### src/design/string_escape_decoder_macros.svh
// Assertion macros shared by the string escape decoder modules.
`ifndef STRING_ESCAPE_DECODER_MACROS_SVH
`define STRING_ESCAPE_DECODER_MACROS_SVH

// Checks that the consequent holds in the same cycle as the antecedent.
`define SED_ASSERT_SAME(lbl, clk, rst_n, ante, cons, msg) \
    lbl: assert property (@(posedge clk) disable iff (!rst_n) (ante) |-> (cons)) \
        else $error(msg);

// Checks that the consequent holds in the cycle after the antecedent.
`define SED_ASSERT_NEXT(lbl, clk, rst_n, ante, cons, msg) \
    lbl: assert property (@(posedge clk) disable iff (!rst_n) (ante) |=> (cons)) \
        else $error(msg);

`endif

### src/design/sed_pkg.sv
// Types, constants and helper functions of the string escape decoder.
package sed_pkg;

    // Decoder modes.
    localparam logic [1:0] MODE_NORMAL = 2'd0;
    localparam logic [1:0] MODE_ESCAPE = 2'd1;
    localparam logic [1:0] MODE_HEX    = 2'd2;
    localparam logic [1:0] MODE_OCTAL  = 2'd3;

    // Digit limits.
    localparam logic [2:0] HEX_MAX_DIGITS = 3'd4;
    localparam logic [2:0] OCT_MAX_DIGITS = 3'd3;

    // Characters with a meaning in an escape.
    localparam logic [7:0] CH_BACKSLASH = 8'h5C;
    localparam logic [7:0] CH_X         = 8'h78;
    localparam logic [7:0] CH_N         = 8'h6E;
    localparam logic [7:0] CH_R         = 8'h72;
    localparam logic [7:0] CH_T         = 8'h74;
    localparam logic [7:0] CH_ZERO      = 8'h30;
    localparam logic [7:0] CH_SEVEN     = 8'h37;
    localparam logic [7:0] CH_NINE      = 8'h39;
    localparam logic [7:0] CH_LOWER_A   = 8'h61;
    localparam logic [7:0] CH_LOWER_F   = 8'h66;
    localparam logic [7:0] CH_UPPER_A   = 8'h41;
    localparam logic [7:0] CH_UPPER_F   = 8'h46;

    // Control bytes produced by escapes.
    localparam logic [7:0] BYTE_LF  = 8'h0A;
    localparam logic [7:0] BYTE_CR  = 8'h0D;
    localparam logic [7:0] BYTE_TAB = 8'h09;

    // Default depth of the command queue.
    localparam int SED_QUEUE_DEPTH = 4;

    // Most decoded bytes that one input byte can cause.
    localparam int MAX_BYTES = 3;

    // One queued command: up to three decoded bytes for one input beat.
    typedef struct packed {
        logic [MAX_BYTES-1:0][7:0] data;
        logic [1:0]                count;
        logic                      str_end;
    } cmd_t;

    // Hex digit decode: bit 4 flags a digit, bits 3:0 hold its value.
    function automatic logic [4:0] hex_digit(input logic [7:0] b);
        logic [7:0] d;
        begin
            d = 8'd0;
            if (b >= CH_ZERO && b <= CH_NINE)
            begin
                d = b - CH_ZERO;
                return {1'b1, d[3:0]};
            end
            else if (b >= CH_LOWER_A && b <= CH_LOWER_F)
            begin
                d = b - CH_LOWER_A + 8'd10;
                return {1'b1, d[3:0]};
            end
            else if (b >= CH_UPPER_A && b <= CH_UPPER_F)
            begin
                d = b - CH_UPPER_A + 8'd10;
                return {1'b1, d[3:0]};
            end
            return 5'd0;
        end
    endfunction

endpackage

### src/design/string_escape_decoder.sv
// Top level of the string escape decoder.
//
//   channel | valid     | stall     | payload
//   --------+-----------+-----------+---------------------------------
//   source  | src_valid | src_stall | in_byte, string_end
//   result  | dst_valid | dst_stall | out_byte, run_last, string_last
//
// The front end takes one input beat per cycle unless src_stall is high and
// decodes it in that cycle; the queue registers the command. The back end
// gives one result beat per cycle unless dst_stall is high. An input that
// yields two or three bytes holds it for each byte, absorbed by the queue.
// src_stall is high only while the command queue is full.
// Reset returns the decoder to normal mode and empties the queue.
module string_escape_decoder
    import sed_pkg::*;
#(
    parameter int QUEUE_DEPTH = SED_QUEUE_DEPTH
)
(
    input  logic       clk,
    input  logic       rst_n,
    input  logic       src_valid,
    output logic       src_stall,
    input  logic [7:0] in_byte,
    input  logic       string_end,
    output logic       dst_valid,
    input  logic       dst_stall,
    output logic [7:0] out_byte,
    output logic       run_last,
    output logic       string_last
);

    logic push;
    logic pop;
    logic q_full;
    logic q_empty;
    cmd_t push_cmd;
    cmd_t head_cmd;

    sed_front u_front (
        .clk        (clk),
        .rst_n      (rst_n),
        .src_valid  (src_valid),
        .src_stall  (src_stall),
        .in_byte    (in_byte),
        .string_end (string_end),
        .q_full     (q_full),
        .push       (push),
        .push_cmd   (push_cmd)
    );

    sed_queue #(
        .DEPTH (QUEUE_DEPTH)
    ) u_queue (
        .clk      (clk),
        .rst_n    (rst_n),
        .push     (push),
        .push_cmd (push_cmd),
        .pop      (pop),
        .full     (q_full),
        .empty    (q_empty),
        .head     (head_cmd)
    );

    sed_back u_back (
        .clk         (clk),
        .rst_n       (rst_n),
        .empty       (q_empty),
        .head        (head_cmd),
        .pop         (pop),
        .dst_valid   (dst_valid),
        .dst_stall   (dst_stall),
        .out_byte    (out_byte),
        .run_last    (run_last),
        .string_last (string_last)
    );

endmodule

### src/design/sed_front.sv
// Front end: accepts raw bytes, tracks escape state and builds byte commands.
module sed_front
    import sed_pkg::*;
(
    input  logic       clk,
    input  logic       rst_n,
    input  logic       src_valid,
    output logic       src_stall,
    input  logic [7:0] in_byte,
    input  logic       string_end,
    input  logic       q_full,
    output logic       push,
    output cmd_t       push_cmd
);

    logic [1:0]  mode_reg, mode_next;
    logic [2:0]  cnt_reg, cnt_next;
    logic [15:0] val_reg, val_next;

    logic        accept;
    logic [4:0]  hex_d;
    logic        is_oct;
    logic [2:0]  nc;
    logic [15:0] nv_hex;
    logic [15:0] nv_oct;
    logic [1:0]  n;
    logic [MAX_BYTES-1:0][7:0] bytes;

    assign src_stall = q_full;
    assign accept    = src_valid && !q_full;

    assign hex_d  = hex_digit(in_byte);
    assign is_oct = (in_byte >= CH_ZERO) && (in_byte <= CH_SEVEN);
    assign nc     = cnt_reg + 3'd1;
    assign nv_hex = {val_reg[11:0], hex_d[3:0]};
    assign nv_oct = {val_reg[12:0], in_byte[2:0]};

    // Decode one byte into up to three output bytes and the next state.
    always_comb
    begin
        mode_next = mode_reg;
        cnt_next  = cnt_reg;
        val_next  = val_reg;
        n         = 2'd0;
        bytes     = '0;
        case (mode_reg)
            MODE_ESCAPE:
            begin
                mode_next = MODE_NORMAL;
                if (in_byte == CH_N)
                begin
                    bytes[n] = BYTE_LF;
                    n = n + 2'd1;
                end
                else if (in_byte == CH_R)
                begin
                    bytes[n] = BYTE_CR;
                    n = n + 2'd1;
                end
                else if (in_byte == CH_T)
                begin
                    bytes[n] = BYTE_TAB;
                    n = n + 2'd1;
                end
                else if (in_byte == CH_X)
                begin
                    cnt_next = 3'd0;
                    val_next = 16'd0;
                    if (string_end)
                    begin
                        bytes[n] = CH_X;
                        n = n + 2'd1;
                    end
                    else
                    begin
                        mode_next = MODE_HEX;
                    end
                end
                else if (is_oct)
                begin
                    mode_next = MODE_OCTAL;
                    cnt_next  = 3'd1;
                    val_next  = {13'd0, in_byte[2:0]};
                    if (string_end)
                    begin
                        bytes[n] = {5'd0, in_byte[2:0]};
                        n = n + 2'd1;
                    end
                end
                else
                begin
                    bytes[n] = in_byte;
                    n = n + 2'd1;
                end
            end
            MODE_HEX:
            begin
                if (hex_d[4])
                begin
                    if (nc >= HEX_MAX_DIGITS || string_end)
                    begin
                        // Flush with the new digit included.
                        if (nc > 3'd2)
                        begin
                            bytes[n] = nv_hex[15:8];
                            n = n + 2'd1;
                        end
                        bytes[n] = nv_hex[7:0];
                        n = n + 2'd1;
                        mode_next = MODE_NORMAL;
                        cnt_next  = 3'd0;
                        val_next  = 16'd0;
                    end
                    else
                    begin
                        cnt_next = nc;
                        val_next = nv_hex;
                    end
                end
                else
                begin
                    // Flush pending digits, then treat the byte as plain.
                    if (cnt_reg == 3'd0)
                    begin
                        bytes[n] = CH_X;
                        n = n + 2'd1;
                    end
                    else if (cnt_reg > 3'd2)
                    begin
                        bytes[n] = val_reg[15:8];
                        n = n + 2'd1;
                        bytes[n] = val_reg[7:0];
                        n = n + 2'd1;
                    end
                    else
                    begin
                        bytes[n] = val_reg[7:0];
                        n = n + 2'd1;
                    end
                    mode_next = MODE_NORMAL;
                    cnt_next  = 3'd0;
                    val_next  = 16'd0;
                    if (in_byte == CH_BACKSLASH && !string_end)
                    begin
                        mode_next = MODE_ESCAPE;
                    end
                    else
                    begin
                        bytes[n] = in_byte;
                        n = n + 2'd1;
                    end
                end
            end
            MODE_OCTAL:
            begin
                if (is_oct)
                begin
                    if (nc >= OCT_MAX_DIGITS || string_end)
                    begin
                        bytes[n] = nv_oct[7:0];
                        n = n + 2'd1;
                        mode_next = MODE_NORMAL;
                        cnt_next  = 3'd0;
                        val_next  = 16'd0;
                    end
                    else
                    begin
                        cnt_next = nc;
                        val_next = nv_oct;
                    end
                end
                else
                begin
                    bytes[n] = val_reg[7:0];
                    n = n + 2'd1;
                    mode_next = MODE_NORMAL;
                    cnt_next  = 3'd0;
                    val_next  = 16'd0;
                    if (in_byte == CH_BACKSLASH && !string_end)
                    begin
                        mode_next = MODE_ESCAPE;
                    end
                    else
                    begin
                        bytes[n] = in_byte;
                        n = n + 2'd1;
                    end
                end
            end
            default:
            begin
                if (in_byte == CH_BACKSLASH && !string_end)
                begin
                    mode_next = MODE_ESCAPE;
                end
                else
                begin
                    bytes[n] = in_byte;
                    n = n + 2'd1;
                end
            end
        endcase
        // The end of a string always returns to a clean state.
        if (string_end)
        begin
            mode_next = MODE_NORMAL;
            cnt_next  = 3'd0;
            val_next  = 16'd0;
        end
    end

    // Push a command whenever the beat produces at least one byte.
    assign push             = accept && (n != 2'd0);
    assign push_cmd.data    = bytes;
    assign push_cmd.count   = n;
    assign push_cmd.str_end = string_end;

    // Escape state registers.
    always_ff @(posedge clk or negedge rst_n)
    begin
        if (!rst_n)
        begin
            mode_reg <= MODE_NORMAL;
            cnt_reg  <= 3'd0;
            val_reg  <= 16'd0;
        end
        else if (accept)
        begin
            mode_reg <= mode_next;
            cnt_reg  <= cnt_next;
            val_reg  <= val_next;
        end
    end

endmodule

### src/design/sed_queue.sv
// Short command queue between the front end and the back end.
module sed_queue
    import sed_pkg::*;
#(
    parameter int DEPTH = SED_QUEUE_DEPTH
)
(
    input  logic clk,
    input  logic rst_n,
    input  logic push,
    input  cmd_t push_cmd,
    input  logic pop,
    output logic full,
    output logic empty,
    output cmd_t head
);

    `include "string_escape_decoder_macros.svh"

    localparam int PTR_W = (DEPTH > 1) ? $clog2(DEPTH) : 1;
    localparam int CNT_W = $clog2(DEPTH + 1);

    cmd_t             entry_reg [DEPTH];
    logic [PTR_W-1:0] wr_ptr_reg, wr_ptr_next;
    logic [PTR_W-1:0] rd_ptr_reg, rd_ptr_next;
    logic [CNT_W-1:0] cnt_reg, cnt_next;

    assign full  = (cnt_reg == CNT_W'(DEPTH));
    assign empty = (cnt_reg == '0);
    assign head  = entry_reg[rd_ptr_reg];

    // Pointer and fill count updates with wrap at the depth.
    always_comb
    begin
        wr_ptr_next = wr_ptr_reg;
        rd_ptr_next = rd_ptr_reg;
        cnt_next    = cnt_reg;
        if (push)
        begin
            wr_ptr_next = (wr_ptr_reg == PTR_W'(DEPTH - 1)) ? '0 : wr_ptr_reg + 1'b1;
        end
        if (pop)
        begin
            rd_ptr_next = (rd_ptr_reg == PTR_W'(DEPTH - 1)) ? '0 : rd_ptr_reg + 1'b1;
        end
        if (push && !pop)
        begin
            cnt_next = cnt_reg + 1'b1;
        end
        else if (pop && !push)
        begin
            cnt_next = cnt_reg - 1'b1;
        end
    end

    // Control registers.
    always_ff @(posedge clk or negedge rst_n)
    begin
        if (!rst_n)
        begin
            wr_ptr_reg <= '0;
            rd_ptr_reg <= '0;
            cnt_reg    <= '0;
        end
        else
        begin
            wr_ptr_reg <= wr_ptr_next;
            rd_ptr_reg <= rd_ptr_next;
            cnt_reg    <= cnt_next;
        end
    end

    // Command storage.
    always_ff @(posedge clk)
    begin
        if (push)
        begin
            entry_reg[wr_ptr_reg] <= push_cmd;
        end
    end

    `SED_ASSERT_SAME(a_no_push_full, clk, rst_n, push, !full, "push into a full queue")
    `SED_ASSERT_SAME(a_no_pop_empty, clk, rst_n, pop, !empty, "pop from an empty queue")
    `SED_ASSERT_NEXT(a_fill_tracks, clk, rst_n, push && !pop, cnt_reg != '0, "fill count lost a push")
    `SED_ASSERT_SAME(a_cmd_nonempty, clk, rst_n, push, push_cmd.count != 2'd0, "empty command queued")

endmodule

### src/design/sed_back.sv
// Back end: plays out the bytes of each queued command, one beat per byte.
module sed_back
    import sed_pkg::*;
(
    input  logic       clk,
    input  logic       rst_n,
    input  logic       empty,
    input  cmd_t       head,
    output logic       pop,
    output logic       dst_valid,
    input  logic       dst_stall,
    output logic [7:0] out_byte,
    output logic       run_last,
    output logic       string_last
);

    `include "string_escape_decoder_macros.svh"

    logic [1:0] idx_reg, idx_next;
    logic       take;

    // Present the selected byte of the head command.
    assign dst_valid   = !empty;
    assign out_byte    = head.data[idx_reg];
    assign run_last    = (idx_reg == head.count - 2'd1);
    assign string_last = run_last && head.str_end;
    assign take        = dst_valid && !dst_stall;
    assign pop         = take && run_last;

    // Byte index within the head command.
    always_comb
    begin
        idx_next = idx_reg;
        if (take)
        begin
            idx_next = run_last ? 2'd0 : idx_reg + 2'd1;
        end
    end

    always_ff @(posedge clk or negedge rst_n)
    begin
        if (!rst_n)
        begin
            idx_reg <= 2'd0;
        end
        else
        begin
            idx_reg <= idx_next;
        end
    end

    `SED_ASSERT_SAME(a_idx_in_cmd, clk, rst_n, dst_valid, idx_reg < head.count, "byte index past command")

endmodule

### config.mk
export PLATFORM = sky130hd
export DESIGN_NAME = string_escape_decoder
export DESIGN_NICKNAME = d
export VERILOG_FILES = /design/src/design/sed_pkg.sv /design/src/design/string_escape_decoder.sv /design/src/design/sed_front.sv /design/src/design/sed_queue.sv /design/src/design/sed_back.sv
export VERILOG_INCLUDE_DIRS = /design/src /design/src/design
export SDC_FILE = /design/constraint.sdc
export NUM_CORES = 1
export LEC_CHECK = 0
export ABC_AREA = 1
export ABC_CLOCK_PERIOD_IN_PS = 4300
export BUFFER_PORTS_ARGS = -buffer_cell sky130_fd_sc_hd__buf_2
export CAP_MARGIN = 20
export CORE_MARGIN = 5
export CORE_UTILIZATION = 40
export CTS_CLUSTER_SIZE = 8
export DETAILED_ROUTE_END_ITERATION = 16
export GPL_TIMING_DRIVEN = 0
export HOLD_SLACK_MARGIN = 0.03
export PLACE_DENSITY = 0.51
export SLEW_MARGIN = 10
export SYNTH_ARGS = -nofsm -noshare
export SYNTH_HDL_FRONTEND = slang
export SYNTH_SLANG_ARGS = --single-unit
### constraint.sdc
create_clock -name clk -period 4.3 [get_ports clk]
set_input_delay 0.86 -clock clk [delete_from_list [all_inputs] [get_ports clk]]
set_output_delay 0.86 -clock clk [all_outputs]
set_load 0.02 [all_outputs]
==> results by stage <==
Route:
- For this run, design rule violations remaining after detail routing come to 0.
- The remaining antenna violation count is 0.
- Summed over all layers, the routed wires come to 22300 um.
- For this block, the via count after detailed routing is 6101.
- The number of DRC markers after the initial detailed-route iteration is 583.
- The via-per-instance ratio is 5.70.
- Dividing the detail-routed wire length by the instance count gives 20.8 um.
- The number of search-and-repair iterations in the first detailed-routing pass is 5.

Floorplanning:
- Once the floorplan was initialized, standard cells occupied 40.6% of the core.
- In this run the horizontal extent of the chip is 145 um.
- The die covers 21000 um^2.
- The top-level I/O count is 25.
- In this run the vertical extent of the chip is 145 um.
- Row generation in the floorplan step produced 49 rows.
- The core region is 18000 um^2.

Pwr:
- The largest voltage drop on the vdd net is 0.000349 V.
- The part of the total power dissipated in the clock network is 28.1%.
- In this run the static leakage power is 3.29 nW.
- Internal power comes to 3.33 mW.
- Per report_power, the sequential group accounts for 34.3% of the total.
- Summed over all nets, the switching power comes to 2.08 mW.
- The power density over the cells is 642 nW/um^2.
- Net switching is 38.4% of the power.
- The total power is 5.41 mW.
- The logic gate share of total power is 37.6%.

Setup path:
- The signal on the critical path passes through buf_2 -> clkinv_1 -> ha_1 -> a21oi_1 -> nand2_1 -> nand2_4 -> nand3_4 -> nand2_2 -> nand3_1 -> nand2_1 -> inv_1 -> nand2_2 -> nand2_4 -> inv_1 -> ha_1 -> inv_1 -> fa_1 -> a21oi_1 -> o21ai_0 -> xor2_1.
- The cell at the slowest stage of the critical path is ha_1.
- The critical path's largest stage delay is 0.44 ns.
- The largest driver fanout on the critical path is 11.
- By instance count, the cell type seen most on the critical path is inv_1.
- The dominant delay contributor by cell family on the critical path is simple AND/OR/NAND/NOR gates.
- The buffering stage count on the worst path with inverters included is 5.
- The worst setup path is launched from an input port.
- The worst setup path category is in2reg.
- The worst path arrival time is 4.32 ns.
- The worst setup path is captured at a register.
- For the worst setup path, the data required time is 4.59 ns.

Cells and area:
- Compared with the post-synthesis result, the final layout area differs by 15.5%.
- The final core area utilization is 46.9%.
- The number of inserted diodes is 0.
- The top cell types in the final layout, fill and taps aside, are nand2_1, edfxtp_1, o21ai_0, nor2_1, inv_1.
- Counting the fill cells in the layout gives 1720.
- The library cell used most frequently in the layout, excluding fill and tap cells, is nand2_1.
- Of the cells placed in the final design, the portion with a size suffix greater than 1 is 12.2%.
- The number of flip-flops under the largest register name is 108.
- After the last flow step, the layout net total stands at 857.

Timing:
- The max-slew headroom at the worst pin is 46.9%.
- Setup repair after global routing left no endpoint under its margin.
- The total count of hold-check failures in the final report is 0.
- The final clock period utilization by the worst path is 93.8%.
- The upper clock frequency limit is 248 MHz.
- The max-slew violation count is 0.
- Adding up every negative setup slack in the final design gives 0 ns.
- Setup violations remaining at the end of the flow were counted as 0.
- The slew at the pin closest to its max-slew limit is 0.796 ns.
- The worst clock skew is 0.0137 ns.
- The routed design could run at a clock period as short as 4.04 ns.

Global routing:
- The pin count of the biggest net entering global routing is 31.
- The via count of the first global-routing pass came to 5820.
- The first-pass GRT wire length is 33700 um.
- The overall routing resource usage is 20.8%.
- The remaining global-route overflow is 0.
- The number of antenna violations at the first check in global routing is 0.

CTS:
- TritonCTS built the clock tree.
- The hold buffer count at CTS is 0.
- The root buffer cell is clkbuf_16.
- The number of clock sinks is 138.
- The clock latency reported for the late side of the worst-skew pair is 0.42 ns.
- Buffers added to address setup during post-CTS repair amount to 0.
- The number of gates resized after CTS was 0.
- The longest clock path from root to sink contains 2 buffers.
- The CTS clock-pin slew for the worst setup and hold paths is 0.06 ns.
- The number of levels in the clock H-tree is 4.
- The number of CTS-inserted buffers is 17.

Synthesis:
- After synthesis, the largest family of logic cells by area is simple AND/OR/NAND/NOR gates.
- The net count after synthesis is 811.
- The XOR/XNOR share of the synthesized area is 0.840%.
- The arithmetic-cell share of the synthesized area counting full adders, half adders and majority gates is 2.67%.
- The register area share after synthesis is 54.7%.
- Summing the areas of all and, or, nand and nor instances in the mapped netlist gives 19.3% of the synthesized area.
- The synthesized area per cell is 9.32 um^2.
- The synthesized design contains 138 register bits.
- The synthesized netlist occupies a cell area of 7300 um^2.
- Summing the areas of all compound-gate instances in the mapped netlist gives 16.6% of the synthesized area.
- The post-synthesis mux area share is 0%.
- The post-synthesis cell count is 783.
- During synthesis, Yosys emitted a total of 0 warnings.
- The distinct cell type count after synthesis is 42.

Min path:
- The class of the most critical hold timing path is reg2reg.

Placed design:
- The wire-length estimate of the detail-placed layout is 16000 um.
- The number of buffers inserted by port buffering is 23.
- The final RePlAce weighted congestion is 0.959.

Flow run:
- Across the run, the number of max-cap violations was 0.

Run status:
- The run finished with clean final reports.
worst reg2reg max path: cells and delay by family, from the launching register on:
family / cells / cell delay, ns
AOI/OAI and AO/OA: 3 / 0.66
xor gates and xnor gates: 1 / 0.16
adders and majority gates: 3 / 0.82
buffers and inverters: 3 / 0.25
DFF: 1 / 0.48
and+or+nand+nor: 9 / 1.27
Yosys cell counts, drive strengths merged:
library cell    n  area share, %
ha             14            2.4
o31ai           1           0.10
nand3b          3           0.31
a32o            4           0.55
clkinv          2           0.10
o2111ai         3           0.36
or2             1          0.086
xor2            6           0.72
o21ai         108            7.5
buf            12           0.94
nand3          40            3.2
nand2         146            8.3
nor2          107            6.0
nand4           8           0.69
edfxtp        108             44
o21bai          1           0.10
clkbuf         21            1.1
a22o            1           0.12
dfrtp          30             10
fa              1           0.27
inv            71            3.7
o221ai         19            2.3
o22ai          29            2.5
o211ai         19            2.0
nor3           10           0.75
a21oi          14           0.96
xnor2           1           0.12
a31oi           3           0.26
power by group through the flow:
| stage | Clock (mW) | Combinational, mW | Sequential [mW] |
|---|---|---|---|
| floorplan | 0 | 1.30 | 1.86 |
| global placement | 0 | 1.94 | 1.90 |
| detailed placement | 0 | 2.04 | 1.88 |
| CTS | 1.54 | 2.05 | 1.86 |
| global route | 1.60 | 2.24 | 1.88 |
| finish | 1.52 | 2.03 | 1.86 |
cells by family (layout without fill, tap and decap cells):
logic type / after synthesis / in the layout
and+or+nand+nor: 315 / 315
DFF: 138 / 138
AOI/OAI and AO/OA: 202 / 202
xor gates and xnor gates: 7 / 7
adders and majority gates: 15 / 15
buffers and inverters: 106 / 165
through the flow:
stage / cell area [um^2] / instances / hold slack [ns] / setup slack [ns]
floorplan: 7300 / 783 / 0.449 / 0.435
global placement: 7700 / 1035 / 0.494 / -1.52
detailed placement: 7820 / 1039 / 0.495 / -0.111
CTS: 8430 / 1071 / 0.513 / 0.327
global route: 8430 / 1071 / 0.528 / 0.0331
finish: 8430 / 1071 / 0.516 / 0.265
routing by layer:
metal	global-route usage, %	wire length, um
met2	35.1	11000
met4	8.26	606
met1	26.3	9610
met5	0	0
met3	4.15	1130
path summary, 6_finish.rpt:
check / startpoint / end / slack, ns / cells after the start
setup / recovery: in_byte[0] / u_queue.cnt_reg[2] / 0.26 / 20
hold / removal: u_front.val_reg[15] / u_front.val_reg[15] / 0.52 / 1
setup reg to reg: u_front.cnt_reg[0] / u_queue.cnt_reg[2] / 0.52 / 19
hold reg to reg: u_front.val_reg[15] / u_front.val_reg[15] / 0.52 / 1
max in group asynchronous: rst_n / u_front.val_reg[6] / 3.27 / 1
min in group asynchronous: rst_n / u_front.cnt_reg[2] / 0.53 / 1
cell type report:
class                   count  area, um^2  area share (%)
plain buffers              33         148            1.75
clock buffers              20         437            5.18
clock inverters            12         174            2.06
inverters                  73         277            3.28
multi-input cells         539        2910            34.5
flip-flops and latches    138        3990            47.4
well taps                 229         287            3.40
repair buffers             27         203            2.40
Power figures use the tool's default switching activity.
